`config.mk`:
```
export PLATFORM = sky130hd
export DESIGN_NAME = distance_change_detector_core_flat
export DESIGN_NICKNAME = d
export VERILOG_FILES = /design/src/hw/rtl/dcd_pkg.sv /design/src/hw/rtl/dcd_if.sv /design/src/hw/rtl/distance_change_detector_core.sv /design/src/hw/rtl/dcd_in_stage.sv /design/src/hw/rtl/dcd_step.sv /design/src/flat_wrapper.sv
export VERILOG_INCLUDE_DIRS = /design/src /design/src/hw/rtl
export SDC_FILE = /design/constraint.sdc
export NUM_CORES = 1
export LEC_CHECK = 0
export BUFFER_PORTS_ARGS = -buffer_cell sky130_fd_sc_hd__buf_2
export CORE_AREA = 2 2 195 197
export DETAILED_ROUTE_END_ITERATION = 10
export DIE_AREA = 0 0 197 199
export GPL_ROUTABILITY_DRIVEN = 0
export PLACE_DENSITY = 0.55
export SETUP_SLACK_MARGIN = 0.1
export SLEW_MARGIN = 20
export SYNTH_ARGS = -nofsm -noshare
export SYNTH_HDL_FRONTEND = slang
export SYNTH_SLANG_ARGS = --single-unit
```
`constraint.sdc`:
```
create_clock -name clk -period 6.6 [get_ports clk]
set_clock_uncertainty 0.1 [all_clocks]
set_input_delay 0.66 -clock clk [delete_from_list [all_inputs] [get_ports clk]]
set_output_delay 0.66 -clock clk [all_outputs]
set_load 0.02 [all_outputs]
```
`src/hw/rtl/distance_change_detector_core_defines.svh`:
```
// assertion macros shared by the distance change detector rtl
`ifndef DISTANCE_CHANGE_DETECTOR_CORE_DEFINES_SVH
`define DISTANCE_CHANGE_DETECTOR_CORE_DEFINES_SVH

// same-cycle implication, checked on every rising clock edge out of reset
`define DCD_ASSERT_NOW(label, clk, rst_n, ante, cons, msg) \
	label: assert property (@(posedge clk) disable iff (!rst_n) (ante) |-> (cons)) \
		else $error(msg);

// next-cycle implication, checked on every rising clock edge out of reset
`define DCD_ASSERT_NEXT(label, clk, rst_n, ante, cons, msg) \
	label: assert property (@(posedge clk) disable iff (!rst_n) (ante) |=> (cons)) \
		else $error(msg);

`endif

```
`src/hw/rtl/dcd_pkg.sv`:
```
// shared types and constants of the distance change detector
`default_nettype none

package dcd_pkg;

	// operation codes of an input beat
	localparam logic OP_SAMPLE = 1'b0;
	localparam logic OP_TICK   = 1'b1;

	// configuration register indexes
	localparam int unsigned CFG_IDX_W = 2;
	localparam logic [CFG_IDX_W-1:0] CFG_HYSTERESIS = 2'd0;
	localparam logic [CFG_IDX_W-1:0] CFG_REQUIRED   = 2'd1;
	localparam logic [CFG_IDX_W-1:0] CFG_RELAY      = 2'd2;

	// register and counter widths
	localparam int unsigned CFG_W   = 16;
	localparam int unsigned THR_W   = 23;
	localparam logic [6:0]  CM_SCALE = 7'd100;

	typedef enum logic [1:0] {
		MODE_SEARCH = 2'd0,
		MODE_STABLE = 2'd1,
		MODE_CHANGE = 2'd2,
		MODE_PULSE  = 2'd3
	} mode_t;

	typedef enum logic [1:0] {
		EV_NONE    = 2'd0,
		EV_STABLE  = 2'd1,
		EV_CHANGE  = 2'd2,
		EV_IGNORED = 2'd3
	} event_t;

	// control state of the detector, distances travel separately
	typedef struct packed {
		mode_t            mode;
		logic             primed;
		logic [CFG_W-1:0] run;
		logic [CFG_W-1:0] timer;
		logic             led;
	} dcd_ctl_t;

endpackage

`default_nettype wire

```
`src/hw/rtl/dcd_if.sv`:
```
// sample and result channel interfaces of the distance change detector
`default_nettype none

interface dcd_in_if #(
	parameter int unsigned DW = 20
);
	logic          valid;
	logic          ready;
	logic          operation;
	logic [DW-1:0] distance;
	logic          measurement_ok;

	modport source (output valid, output operation, output distance,
		output measurement_ok, input ready);
	modport sink (input valid, input operation, input distance,
		input measurement_ok, output ready);
endinterface

interface dcd_out_if #(
	parameter int unsigned DW = 20
);
	logic                valid;
	logic                ready;
	dcd_pkg::mode_t      mode;
	dcd_pkg::event_t     event_res;
	logic [DW-1:0]       stable_distance;
	logic [15:0]         run_count;
	logic                red_led;
	logic                relay_on;

	modport source (output valid, output mode, output event_res,
		output stable_distance, output run_count, output red_led,
		output relay_on, input ready);
	modport sink (input valid, input mode, input event_res,
		input stable_distance, input run_count, input red_led,
		input relay_on, output ready);
endinterface

`default_nettype wire

```
`src/hw/rtl/distance_change_detector_core.sv`:
```
// Distance change detector, top level.
//
// Usage: beats on the item channel carry either a distance sample
// (operation 0) or a one-second tick (operation 1). Every accepted beat
// yields exactly one beat on the result channel with the mode, the event,
// the latched stable distance, the run count and the lamp outputs as they
// stand after that beat. The three registers are to be written through
// cfg_we, cfg_index and cfg_data only while no beat is in flight; the
// block itself does not enforce it. An accepted beat waits in the input
// register, is applied to the state and captured in the result register
// once the result slot is free, and then shows as a valid result.
// Throughput: one beat per cycle; the state update is one pass of compare
// and count logic between the input register and the result register.
// Stall: while a result waits, the input register still takes one beat;
// further beats wait until the result is taken. Nothing is dropped.
// Reset: arst_n clears the state to searching, unprimed, all counts zero,
// and clears the registers to zero.
`default_nettype none

module distance_change_detector_core #(
	parameter int unsigned DISTANCE_WIDTH = 20
) (
	input  wire logic                       clk,
	input  wire logic                       arst_n,
	dcd_in_if.sink                          item,
	dcd_out_if.source                       result,
	input  wire logic                       cfg_we,
	input  wire logic [dcd_pkg::CFG_IDX_W-1:0] cfg_index,
	input  wire logic [dcd_pkg::CFG_W-1:0]  cfg_data
);
	import dcd_pkg::*;

	`include "distance_change_detector_core_defines.svh"

	logic [CFG_W-1:0]          hysteresis_q;
	logic [CFG_W-1:0]          required_q;
	logic [CFG_W-1:0]          relay_q;

	logic                      valid_s1;
	logic                      operation_s1;
	logic [DISTANCE_WIDTH-1:0] distance_s1;

	dcd_ctl_t                  ctl_q;
	dcd_ctl_t                  ctl_d;
	logic [DISTANCE_WIDTH-1:0] prev_q;
	logic [DISTANCE_WIDTH-1:0] prev_d;
	logic [DISTANCE_WIDTH-1:0] latched_q;
	logic [DISTANCE_WIDTH-1:0] latched_d;
	event_t                    ev;

	logic                      res_valid_q;
	mode_t                     res_mode_q;
	event_t                    res_event_q;
	logic [DISTANCE_WIDTH-1:0] res_stable_q;
	logic [CFG_W-1:0]          res_run_q;
	logic                      res_led_q;
	logic                      res_relay_q;

	logic                      advance;
	logic                      load_s1;
	logic                      fire;

	// handshake: result slot frees on take, input stage refills on advance
	assign advance    = !res_valid_q || result.ready;
	assign load_s1    = advance || !valid_s1;
	assign fire       = valid_s1 && advance;
	assign item.ready = load_s1;

	// configuration registers
	always_ff @(posedge clk or negedge arst_n) begin
		if (!arst_n) begin
			hysteresis_q <= '0;
			required_q   <= '0;
			relay_q      <= '0;
		end else if (cfg_we) begin
			unique case (cfg_index)
				CFG_HYSTERESIS: hysteresis_q <= cfg_data;
				CFG_REQUIRED:   required_q   <= cfg_data;
				CFG_RELAY:      relay_q      <= cfg_data;
				default: ;
			endcase
		end
	end

	dcd_in_stage #(
		.DISTANCE_WIDTH(DISTANCE_WIDTH)
	) u_in_stage (
		.clk           (clk),
		.arst_n        (arst_n),
		.load          (load_s1),
		.beat_valid    (item.valid),
		.operation     (item.operation),
		.distance      (item.distance),
		.measurement_ok(item.measurement_ok),
		.valid_s1      (valid_s1),
		.operation_s1  (operation_s1),
		.distance_s1   (distance_s1)
	);

	dcd_step #(
		.DISTANCE_WIDTH(DISTANCE_WIDTH)
	) u_step (
		.ctl_q           (ctl_q),
		.prev_q          (prev_q),
		.latched_q       (latched_q),
		.operation       (operation_s1),
		.distance        (distance_s1),
		.hysteresis_cm   (hysteresis_q),
		.required_samples(required_q),
		.relay_seconds   (relay_q),
		.ctl_d           (ctl_d),
		.prev_d          (prev_d),
		.latched_d       (latched_d),
		.ev              (ev)
	);

	// detector state, updated once per applied beat
	always_ff @(posedge clk or negedge arst_n) begin
		if (!arst_n) begin
			ctl_q     <= '{mode: MODE_SEARCH, primed: 1'b0, run: '0, timer: '0, led: 1'b0};
			prev_q    <= '0;
			latched_q <= '0;
		end else if (fire) begin
			ctl_q     <= ctl_d;
			prev_q    <= prev_d;
			latched_q <= latched_d;
		end
	end

	// result register valid
	always_ff @(posedge clk or negedge arst_n) begin
		if (!arst_n) begin
			res_valid_q <= 1'b0;
		end else if (advance) begin
			res_valid_q <= valid_s1;
		end
	end

	// result register payload
	always_ff @(posedge clk) begin
		if (fire) begin
			res_mode_q   <= ctl_d.mode;
			res_event_q  <= ev;
			res_stable_q <= latched_d;
			res_run_q    <= ctl_d.run;
			res_led_q    <= ctl_d.led;
			res_relay_q  <= (ctl_d.mode == MODE_PULSE);
		end
	end

	assign result.valid           = res_valid_q;
	assign result.mode            = res_mode_q;
	assign result.event_res       = res_event_q;
	assign result.stable_distance = res_stable_q;
	assign result.run_count       = res_run_q;
	assign result.red_led         = res_led_q;
	assign result.relay_on        = res_relay_q;

	// checks on the detector state and the result beat
	`DCD_ASSERT_NOW(a_led_only_stable, clk, arst_n, ctl_q.led, ctl_q.mode == MODE_STABLE, "red led lit outside stable mode")
	`DCD_ASSERT_NOW(a_pulse_timer_live, clk, arst_n, ctl_q.mode == MODE_PULSE, ctl_q.timer != '0, "relay pulse with expired timer")
	`DCD_ASSERT_NOW(a_relay_matches_mode, clk, arst_n, result.valid, result.relay_on == (result.mode == MODE_PULSE), "relay output disagrees with mode")
	`DCD_ASSERT_NEXT(a_run_needs_prime, clk, arst_n, fire && (ctl_d.run != '0), ctl_q.primed, "run counted before first sample")

endmodule

`default_nettype wire

```
`src/hw/rtl/dcd_in_stage.sv`:
```
// input register: captures one beat, failed samples folded to distance zero
`default_nettype none

module dcd_in_stage #(
	parameter int unsigned DISTANCE_WIDTH = 20
) (
	input  wire logic                      clk,
	input  wire logic                      arst_n,
	input  wire logic                      load,
	input  wire logic                      beat_valid,
	input  wire logic                      operation,
	input  wire logic [DISTANCE_WIDTH-1:0] distance,
	input  wire logic                      measurement_ok,
	output      logic                      valid_s1,
	output      logic                      operation_s1,
	output      logic [DISTANCE_WIDTH-1:0] distance_s1
);
	import dcd_pkg::*;

	// stage valid follows the input whenever the stage may be refilled
	always_ff @(posedge clk or negedge arst_n) begin
		if (!arst_n) begin
			valid_s1 <= 1'b0;
		end else if (load) begin
			valid_s1 <= beat_valid;
		end
	end

	// payload capture, a failed measurement counts as distance zero
	always_ff @(posedge clk) begin
		if (load && beat_valid) begin
			operation_s1 <= operation;
			distance_s1  <= measurement_ok ? distance : '0;
		end
	end

endmodule

`default_nettype wire

```
`src/hw/rtl/dcd_step.sv`:
```
// next-state logic: one sample or tick applied to the detector state
`default_nettype none

module dcd_step #(
	parameter int unsigned DISTANCE_WIDTH = 20
) (
	input  wire dcd_pkg::dcd_ctl_t         ctl_q,
	input  wire logic [DISTANCE_WIDTH-1:0] prev_q,
	input  wire logic [DISTANCE_WIDTH-1:0] latched_q,
	input  wire logic                      operation,
	input  wire logic [DISTANCE_WIDTH-1:0] distance,
	input  wire logic [15:0]               hysteresis_cm,
	input  wire logic [15:0]               required_samples,
	input  wire logic [15:0]               relay_seconds,
	output      dcd_pkg::dcd_ctl_t         ctl_d,
	output      logic [DISTANCE_WIDTH-1:0] prev_d,
	output      logic [DISTANCE_WIDTH-1:0] latched_d,
	output      dcd_pkg::event_t           ev
);
	import dcd_pkg::*;

	localparam int unsigned CW = (DISTANCE_WIDTH > THR_W) ? DISTANCE_WIDTH : THR_W;

	logic [THR_W-1:0]          thr;
	logic [DISTANCE_WIDTH-1:0] dev_prev;
	logic [DISTANCE_WIDTH-1:0] dev_latched;
	logic [CW-1:0]             thr_x;
	logic [CW-1:0]             dev_prev_x;
	logic [CW-1:0]             dev_latched_x;
	logic [CFG_W:0]            run_next;
	logic                      run_done;
	logic [CFG_W-1:0]          timer_next;

	// threshold in hundredths and the two absolute deviations
	assign thr           = THR_W'(hysteresis_cm) * THR_W'(CM_SCALE);
	assign dev_prev      = (distance >= prev_q) ? (distance - prev_q)
		: (prev_q - distance);
	assign dev_latched   = (distance >= latched_q) ? (distance - latched_q)
		: (latched_q - distance);
	assign thr_x         = CW'(thr);
	assign dev_prev_x    = CW'(dev_prev);
	assign dev_latched_x = CW'(dev_latched);

	// run counter step, the run qualifies once it exceeds the required count
	assign run_next   = {1'b0, ctl_q.run} + {{CFG_W{1'b0}}, 1'b1};
	assign run_done   = run_next > {1'b0, required_samples};
	assign timer_next = (ctl_q.timer != '0) ? (ctl_q.timer - 1'b1) : ctl_q.timer;

	// mode update
	always_comb begin
		ctl_d     = ctl_q;
		prev_d    = prev_q;
		latched_d = latched_q;
		ev        = EV_NONE;
		if (operation == OP_TICK) begin
			if (ctl_q.mode == MODE_PULSE) begin
				ctl_d.timer = timer_next;
				if (timer_next == '0) begin
					ctl_d.mode = MODE_SEARCH;
				end
			end
		end else if (ctl_q.mode == MODE_PULSE) begin
			ev = EV_IGNORED;
		end else if (!ctl_q.primed) begin
			prev_d       = distance;
			ctl_d.primed = 1'b1;
		end else begin
			unique case (ctl_q.mode)
				MODE_SEARCH: begin
					if (dev_prev_x < thr_x) begin
						if (run_done) begin
							ctl_d.run  = '0;
							ctl_d.mode = MODE_STABLE;
							latched_d  = distance;
							ev         = EV_STABLE;
						end else begin
							ctl_d.run = run_next[CFG_W-1:0];
						end
					end else begin
						ctl_d.run = '0;
					end
				end
				MODE_STABLE: begin
					if (dev_latched_x > thr_x) begin
						if (run_done) begin
							ctl_d.run  = '0;
							ctl_d.led  = 1'b0;
							ctl_d.mode = MODE_CHANGE;
							ev         = EV_CHANGE;
						end else begin
							ctl_d.run = run_next[CFG_W-1:0];
							ctl_d.led = 1'b1;
						end
					end else begin
						ctl_d.run = '0;
						ctl_d.led = 1'b0;
					end
				end
				default: begin
					// change confirmed: this sample starts the relay pulse, or returns to search if relay_seconds is zero
					ctl_d.timer = relay_seconds;
					ctl_d.mode  = (relay_seconds == '0) ? MODE_SEARCH : MODE_PULSE;
				end
			endcase
			prev_d = distance;
		end
	end

endmodule

`default_nettype wire

```
`src/flat_wrapper.sv`:
```
// flat-port wrapper written by rule: the top's interface ports become plain ports
module distance_change_detector_core_flat import dcd_pkg::*;
#(
	parameter int unsigned DISTANCE_WIDTH = 20
)
  (clk, arst_n, cfg_we, cfg_index, cfg_data, item_valid, item_operation, item_distance, item_measurement_ok, item_ready, result_valid, result_mode, result_event_res, result_stable_distance, result_run_count, result_red_led, result_relay_on, result_ready);
  dcd_in_if #(.DW(20)) item_i ();
  dcd_out_if #(.DW(20)) result_i ();
  input  wire logic clk;
  input  wire logic arst_n;
  input  wire logic cfg_we;
  input  wire logic [dcd_pkg::CFG_IDX_W-1:0] cfg_index;
  input  wire logic [dcd_pkg::CFG_W-1:0] cfg_data;
  input wire logic [$bits(item_i.valid)-1:0] item_valid;
  input wire logic [$bits(item_i.operation)-1:0] item_operation;
  input wire logic [$bits(item_i.distance)-1:0] item_distance;
  input wire logic [$bits(item_i.measurement_ok)-1:0] item_measurement_ok;
  output wire logic [$bits(item_i.ready)-1:0] item_ready;
  output wire logic [$bits(result_i.valid)-1:0] result_valid;
  output wire logic [$bits(result_i.mode)-1:0] result_mode;
  output wire logic [$bits(result_i.event_res)-1:0] result_event_res;
  output wire logic [$bits(result_i.stable_distance)-1:0] result_stable_distance;
  output wire logic [$bits(result_i.run_count)-1:0] result_run_count;
  output wire logic [$bits(result_i.red_led)-1:0] result_red_led;
  output wire logic [$bits(result_i.relay_on)-1:0] result_relay_on;
  input wire logic [$bits(result_i.ready)-1:0] result_ready;
  assign item_i.valid = item_valid;
  assign item_i.operation = item_operation;
  assign item_i.distance = item_distance;
  assign item_i.measurement_ok = item_measurement_ok;
  assign item_ready = item_i.ready;
  assign result_valid = result_i.valid;
  assign result_mode = result_i.mode;
  assign result_event_res = result_i.event_res;
  assign result_stable_distance = result_i.stable_distance;
  assign result_run_count = result_i.run_count;
  assign result_red_led = result_i.red_led;
  assign result_relay_on = result_i.relay_on;
  assign result_i.ready = result_ready;
  distance_change_detector_core #(.DISTANCE_WIDTH(DISTANCE_WIDTH)) u_core (.clk(clk), .arst_n(arst_n), .item(item_i), .result(result_i), .cfg_we(cfg_we), .cfg_index(cfg_index), .cfg_data(cfg_data));
endmodule
```
### Yosys cells after proc, flatten, opt, wreduce, memory -nomap -nowiden

Cells that the tools add are included.

| word-level totals | value |
|---|---|
| word-level logic and storage cells | 100 |
| register bits after elaboration | 189 |
| input bits | 45 |
| output and inout bits | 44 |

| operators by class | value |
|---|---|
| mux-type cells | 40 |
| bitwise logic cells | 2 |
| reduce and logical (&&, ||, !) cells | 18 |
| $mul | 1 |
| $lt $le $gt $ge | 5 |
| $add $sub $neg | 6 |
| equality and inequality tests | 8 |

Operators with widths:

| cell | count |
|---|---|
| $mux W20 | 8 |
| $mux W16 | 8 |
| $sub A20 B20 Y20 | 4 |
| $ge A20 B20 Y1 | 2 |
| $mux W36 | 1 |
| $mux W33 | 1 |
| $logic_not A16 Y1 | 2 |
| $pmux W16 S2 | 1 |
| $mux W2 | 13 |
| $gt A20 B23 Y1 | 1 |
| $lt A20 B23 Y1 | 1 |
| $mul A16 B5 Y21 const B | 1 |
| $add A16 B1 Y17 const B | 1 |
| $gt A17 B16 Y1 | 1 |
| $reduce_bool A16 Y1 | 1 |
| $sub A16 B1 Y16 const B | 1 |
| $pmux W2 S2 | 2 |
| $eq A2 B2 Y1 const B | 3 |
| $mux W1 | 6 |
| $reduce_and A2 Y1 | 3 |
| $reduce_and A5 Y1 | 1 |
| $eq A2 B1 Y1 const B | 2 |
| $logic_not A2 Y1 | 2 |
| $ne A2 B1 Y1 const B | 2 |
| other kinds (8) | 12 |

### Longest topological paths before layout

| depth | value |
|---|---|
| word-level depth | 9 |
| depth in mapped cells | 27 |

### Modules after synthesis

From an unflattened synthesis, not the netlist that was laid out.

| second synthesis, totals | value |
|---|---|
| cells, all modules | 1583 |
| area total of the unflattened synthesis | 15401.0 µm² |

Modules (own cells, without submodules):

| module | instances | area an instance (µm²) | seq. area each (µm²) | cells each |
|---|---|---|---|---|
| dcd_step | 1 | 8604.5 | 0.0 | 1226 |
| distance_change_detector_core | 1 | 5958.2 | 4389.2 | 311 |
| dcd_in_stage | 1 | 838.3 | 655.6 | 46 |

### Worst setup path before layout

OpenSTA, ideal clock, no wires.

| timing path | value |
|---|---|
| path type | register to register |
| start | reg u_core.u_in_stage.distance_s1[0] |
| end | reg u_core.res_run_q[4] (netlist: u_core.result.run_count[4]), data pin |
| required time | 6.230 ns |
| setup time | 0.270 ns |
| clock period less this slack | 5.792 ns |
| setup slack | 0.808 ns |
| arrival | 5.422 ns |
| cell stages (with the launch flop) | 28 |
| path through | edfxtp_1 > inv_1 > ha_1 > fa_1 > inv_1 > a21oi_1 > o21a_1 > o21ai_0 > nor2_1 > o21ai_1 > clkbuf_1 > clkbuf_1 > mux2i_1 > o21ai_0 > xnor2_1 > ha_1 > a21oi_1 > nor2b_1 > o21ai_0 > nand2b_1 > a2111oi_0 > nor2_1 > o211ai_1 > nor3_1 > clkbuf_1 > clkbuf_1 > o211ai_1 > o211ai_1 |

RTL lines:

| what | line | source |
|---|---|---|
| from (decl) | dcd_in_stage.sv:16 | `output logic [DISTANCE_WIDTH-1:0] distance_s1` |
| from (signal assigned) | dcd_in_stage.sv:33 | `distance_s1 <= measurement_ok ? distance : '0;` |
| to (signal assigned) | distance_change_detector_core.sv:145 | `res_run_q <= ctl_d.run;` |
| to (decl) | distance_change_detector_core.sv:55 | `logic [CFG_W-1:0] res_run_q;` |

### Final worst setup path

| timing path | value |
|---|---|
| start | reg u_core.u_in_stage.distance_s1[1] |
| end | reg u_core.res_stable_q[2] (netlist: u_core.result.stable_distance[2]), data pin |

| between the ends | value |
|---|---|
| cells in the longest elaborated chain, start to end | 8 |
| elaborated cells between the ends (all ways) | 10 |
| classes of those cells | add/sub: 2; order compare: 2; mux: 6 |

RTL lines:

| what | line | source |
|---|---|---|
| $sub A20 B20 Y20 (tied with other cells) | dcd_step.sv:37 | `: (prev_q - distance);` |
| $mux W20 (*) | dcd_step.sv:36 | `assign dev_prev = (distance >= prev_q) ? (distance - prev_q)` |
| $lt A20 B23 Y1 (*) | dcd_step.sv:70 | `if (dev_prev_x < thr_x) begin` |
| $mux W20 (*) | dcd_step.sv:70 |  |
| $mux W20 (*) | dcd_step.sv:68 | `unique case (ctl_q.mode)` |
| $mux W20 (*) | dcd_step.sv:64 | `end else if (!ctl_q.primed) begin` |
| $mux W20 (*) | dcd_step.sv:62 | `end else if (ctl_q.mode == MODE_PULSE) begin` |
| $mux W20 (*) | dcd_step.sv:55 | `if (operation == OP_TICK) begin` |
| named net u_core.latched_d[2] | distance_change_detector_core.sv:48 | `logic [DISTANCE_WIDTH-1:0] latched_d;` |
| to (signal assigned) | distance_change_detector_core.sv:144 | `res_stable_q <= latched_d;` |
| to (decl) | distance_change_detector_core.sv:54 | `logic [DISTANCE_WIDTH-1:0] res_stable_q;` |

The timed path passes the listed nets; every way through them passes the cells marked *.
A chain may end at the register's enable or synchronous reset.

==> flow_summary.ini <==
[detailed_routing]
drt_iter0_drc = 754
ant_nets = 0
vias = 11860
drc = 0
avgRoutedWirePerCell_um = 18.44
wirelength_mm = 40.19
drt-pass1-iter-count = 7
vias_per_cell = 5.442

[clock_tree]
cts_buffer_depth = 2
hold_buffers = 0
clkSlewWorstSetupHoldPaths_ns = 0.08
clock_latency_ns = 0.46
cts-buffers-inserted = 17
root_buffer = clkbuf_16
cts_tree = yes
cts_max_level = 4
clock-sinks = 189

[power_and_ir_drop]
vdd_drop_max_uv = 277.9
p_leak_nw = 7.627
power_mw = 7.164
powerDensity_mw_per_mm2 = 435.0

[placement]
dpl_cell_area_mm2 = 0.01576
dp.cells = 2138
port-buffer-count = 88
place_ws_ns = 0.2699
place_hpwl_mm = 30.66

[layout]
fin_cells = 2180
final_common_cell = nand2_1
area_delta_synth_final_pct = 11.86
final_cell_mix = 192 x nand2_1, 182 x ha_1, 159 x inv_1, 126 x dfrtp_1, 107 x o21ai_0
final_area_mm2 = 0.01647
nNetsFinal = 1934
antenna-diode-count = 0
final_layout_size_suffix_gt1_frac = 0.1348
post-route-util = 0.4436

[job]
cap_violations = 0

[floorplanning]
die_h_um = 199
dieArea_mm2 = 0.03920
coreArea_mm2 = 0.03713
start_util = 0.3965
chipWidth_um = 197
rows = 71
top_level_ports = 89

[grt]
grt_max_degree = 68
gr-total-overflow = 0
grt_pass1_vias = 11570
grt_use_total = 0.2078
grt_first_pass_wirelength_mm = 63.55
antenna_found_initial = 0

[sta]
setup_ws_ns = 0.3597
finalWorstPathRequiredPeriod_ns = 6.240
finalCritPeriodShare = 0.9455
finalHoldViolations = 0
setup_viol = 0
slew_viol_final = 0
max_freq_mhz = 160.2
tightest_slew_ns = 0.9678
rsz0062_at_grt = false
slew_headroom = 0.3533
setup_tns_ns = 0
hold_ws_ns = 0.07714

[critical_path]
crit_type = register to register
worstRegToRegCells = 21
rr_startpoint = u_core.u_in_stage.distance_s1[1]$_SDFFCE_PN0P_
cp.required_ns = 6.71
reg2reg_to = u_core.result.stable_distance[2]$_DFFE_PP_
critPathCaptureType = register
worstSetupStartpointType = register
critPathArrivalTime_ns = 6.35
cp_max_fo = 13
regToRegSetupSlack_ns = 0.36

[yosys]
synthSimpleGateAreaFrac = 0.1506
syn_nets = 1854
synth_compound_area_frac = 0.1729
syn_inst = 1614
synth_edf_count = 63
synthAdderAreaFrac = 0.1723
ys_types = 72
synth_top_family_by_area = compound AO/OA/AOI/OAI gates
synth.area.mux_share = 0.06246
ys.flop_type = dfrtp_1
seq_area_frac_synth = 0.3426
ys_warn_count = 0
syn_area_mm2 = 0.01472
synth-xor-area-share = 0.03994
syn_avg_cell_area_um2 = 9.123
async_flop_share = 0.6667
synth.ff_latch_count = 189

[outcome]
status = complete, no violations

[min_path]
hold_path.class = input port to asynchronous set/reset pin
[power breakdown]
part           switching [mW]  internal (mW)
combinational            2.57           1.79
sequential              0.238           1.49
clock                   0.497          0.589
total                    3.30           3.86
[logic make-up after synthesis]
family / Yosys count
compound gates: 392
xor+xnor: 64
fa+ha+maj: 195
buf+inv: 228
flops: 189
mux: 86
simple gates: 460
[worst max-delay path by stage]
| stage | depth (start not counted) | slack [ns] | startpoint | end |
|---|---|---|---|---|
| after floorplan | 27 | 0.81 | u_core.u_in_stage.distance_s1[0]$_SDFFCE_PN0P_ | u_core.result.run_count[4]$_DFFE_PP_ |
| final | 21 | 0.36 | u_core.u_in_stage.distance_s1[1]$_SDFFCE_PN0P_ | u_core.result.stable_distance[2]$_DFFE_PP_ |
| after CTS | 20 | 0.23 | u_core.u_in_stage.distance_s1[1]$_SDFFCE_PN0P_ | u_core.result.run_count[4]$_DFFE_PP_ |
| after global routing | 19 | 0.09 | u_core.u_in_stage.distance_s1[1]$_SDFFCE_PN0P_ | u_core.result.run_count[4]$_DFFE_PP_ |
| after global placement | 22 | 0.37 | u_core.u_in_stage.distance_s1[1]$_SDFFCE_PN0P_ | u_core.result.run_count[2]$_DFFE_PP_ |
| after detailed placement | 20 | 0.27 | u_core.u_in_stage.distance_s1[1]$_SDFFCE_PN0P_ | u_core.result.run_count[15]$_DFFE_PP_ |
[cells in the mapped netlist, types with 7 or more instances]
master | number | area [µm²]
a211oi_1 | 10 | 75.07
a21o_1 | 35 | 262.8
a21oi_1 | 92 | 460.4
a221o_1 | 7 | 70.07
a31oi_1 | 10 | 62.56
and2_1 | 31 | 193.9
and3_1 | 8 | 50.05
buf_1 | 7 | 26.28
clkbuf_1 | 55 | 206.5
dfrtp_1 | 126 | 3153
edfxtp_1 | 63 | 1892
fa_1 | 13 | 260.3
ha_1 | 182 | 2277
inv_1 | 159 | 596.8
mux2_2 | 46 | 518.0
mux2i_1 | 39 | 390.4
nand2_1 | 192 | 720.7
nand2b_1 | 13 | 81.33
nand3_1 | 24 | 120.1
nand4_1 | 19 | 118.9
nor2_1 | 57 | 214.0
nor2b_1 | 21 | 131.4
nor3_1 | 45 | 225.2
nor4_1 | 12 | 75.07
o211ai_1 | 20 | 150.1
o21a_1 | 9 | 67.56
o21ai_0 | 111 | 555.5
o21bai_1 | 15 | 112.6
o221ai_1 | 28 | 245.2
or2_2 | 7 | 43.79
or3_1 | 7 | 43.79
xnor2_1 | 37 | 324.1
xor2_1 | 25 | 219.0
[flip-flops by register name (all words and copies together) (netlist names), 2 cells and up]
| register | flops |
|---|---|
| u_core.ctl_q | 36 |
| u_core.latched_q | 20 |
| u_core.prev_q | 20 |
| u_core.result.stable_distance | 20 |
| u_core.u_in_stage.distance_s1 | 20 |
| u_core.hysteresis_q | 16 |
| u_core.relay_q | 16 |
| u_core.required_q | 16 |
| u_core.result.run_count | 16 |
| u_core.result.event_res | 2 |
| u_core.result.mode | 2 |
[worst max-delay path, stage by stage, from the launching register on]
cell and delay [ns]:
edfxtp_1 0.48, ha_1 0.35, nor2b_1 0.25, o21bai_1 0.18, a2111o_1 0.49, a41oi_4 0.34, clkbuf_2 0.24, buf_4 0.26
mux2i_1 0.10, a21oi_1 0.24, o21ai_0 0.18, a221oi_1 0.33, xnor2_1 0.20, ha_1 0.33, nand4_1 0.13, a2111oi_0 0.70
o2111a_1 0.41, nor4_4 0.07, buf_4 0.18, buf_2 0.19, nand2_1 0.12, o21ai_0 0.10
[layer usage]
metal  vias up  part of all wire  GRT usage
li1       5897                 -          -
met1      5674              0.46     0.2730
met2       256              0.49     0.3596
met3        37             0.032    0.02628
met4         0             0.017    0.05792
met5         -                 0          0
[final cells by class]
cell class | count | area, µm²
inverters | 161 | 604.3
repair buffers | 128 | 778.2
fillers | 3654 | 20660
clock inverters | 10 | 97.59
clock buffers | 21 | 503.0
multi-input cells | 1197 | 8850
flip-flops and latches | 189 | 5045
well taps | 474 | 593.1
[what timing repair did]
action                                  in CTS  in global routing
endpoints found under the setup margin       0                 76
resized for setup                            0                 13
setup buffers                                0                 10
hold endpoints to repair                     0                  0
Power figures use the tool's default switching activity.
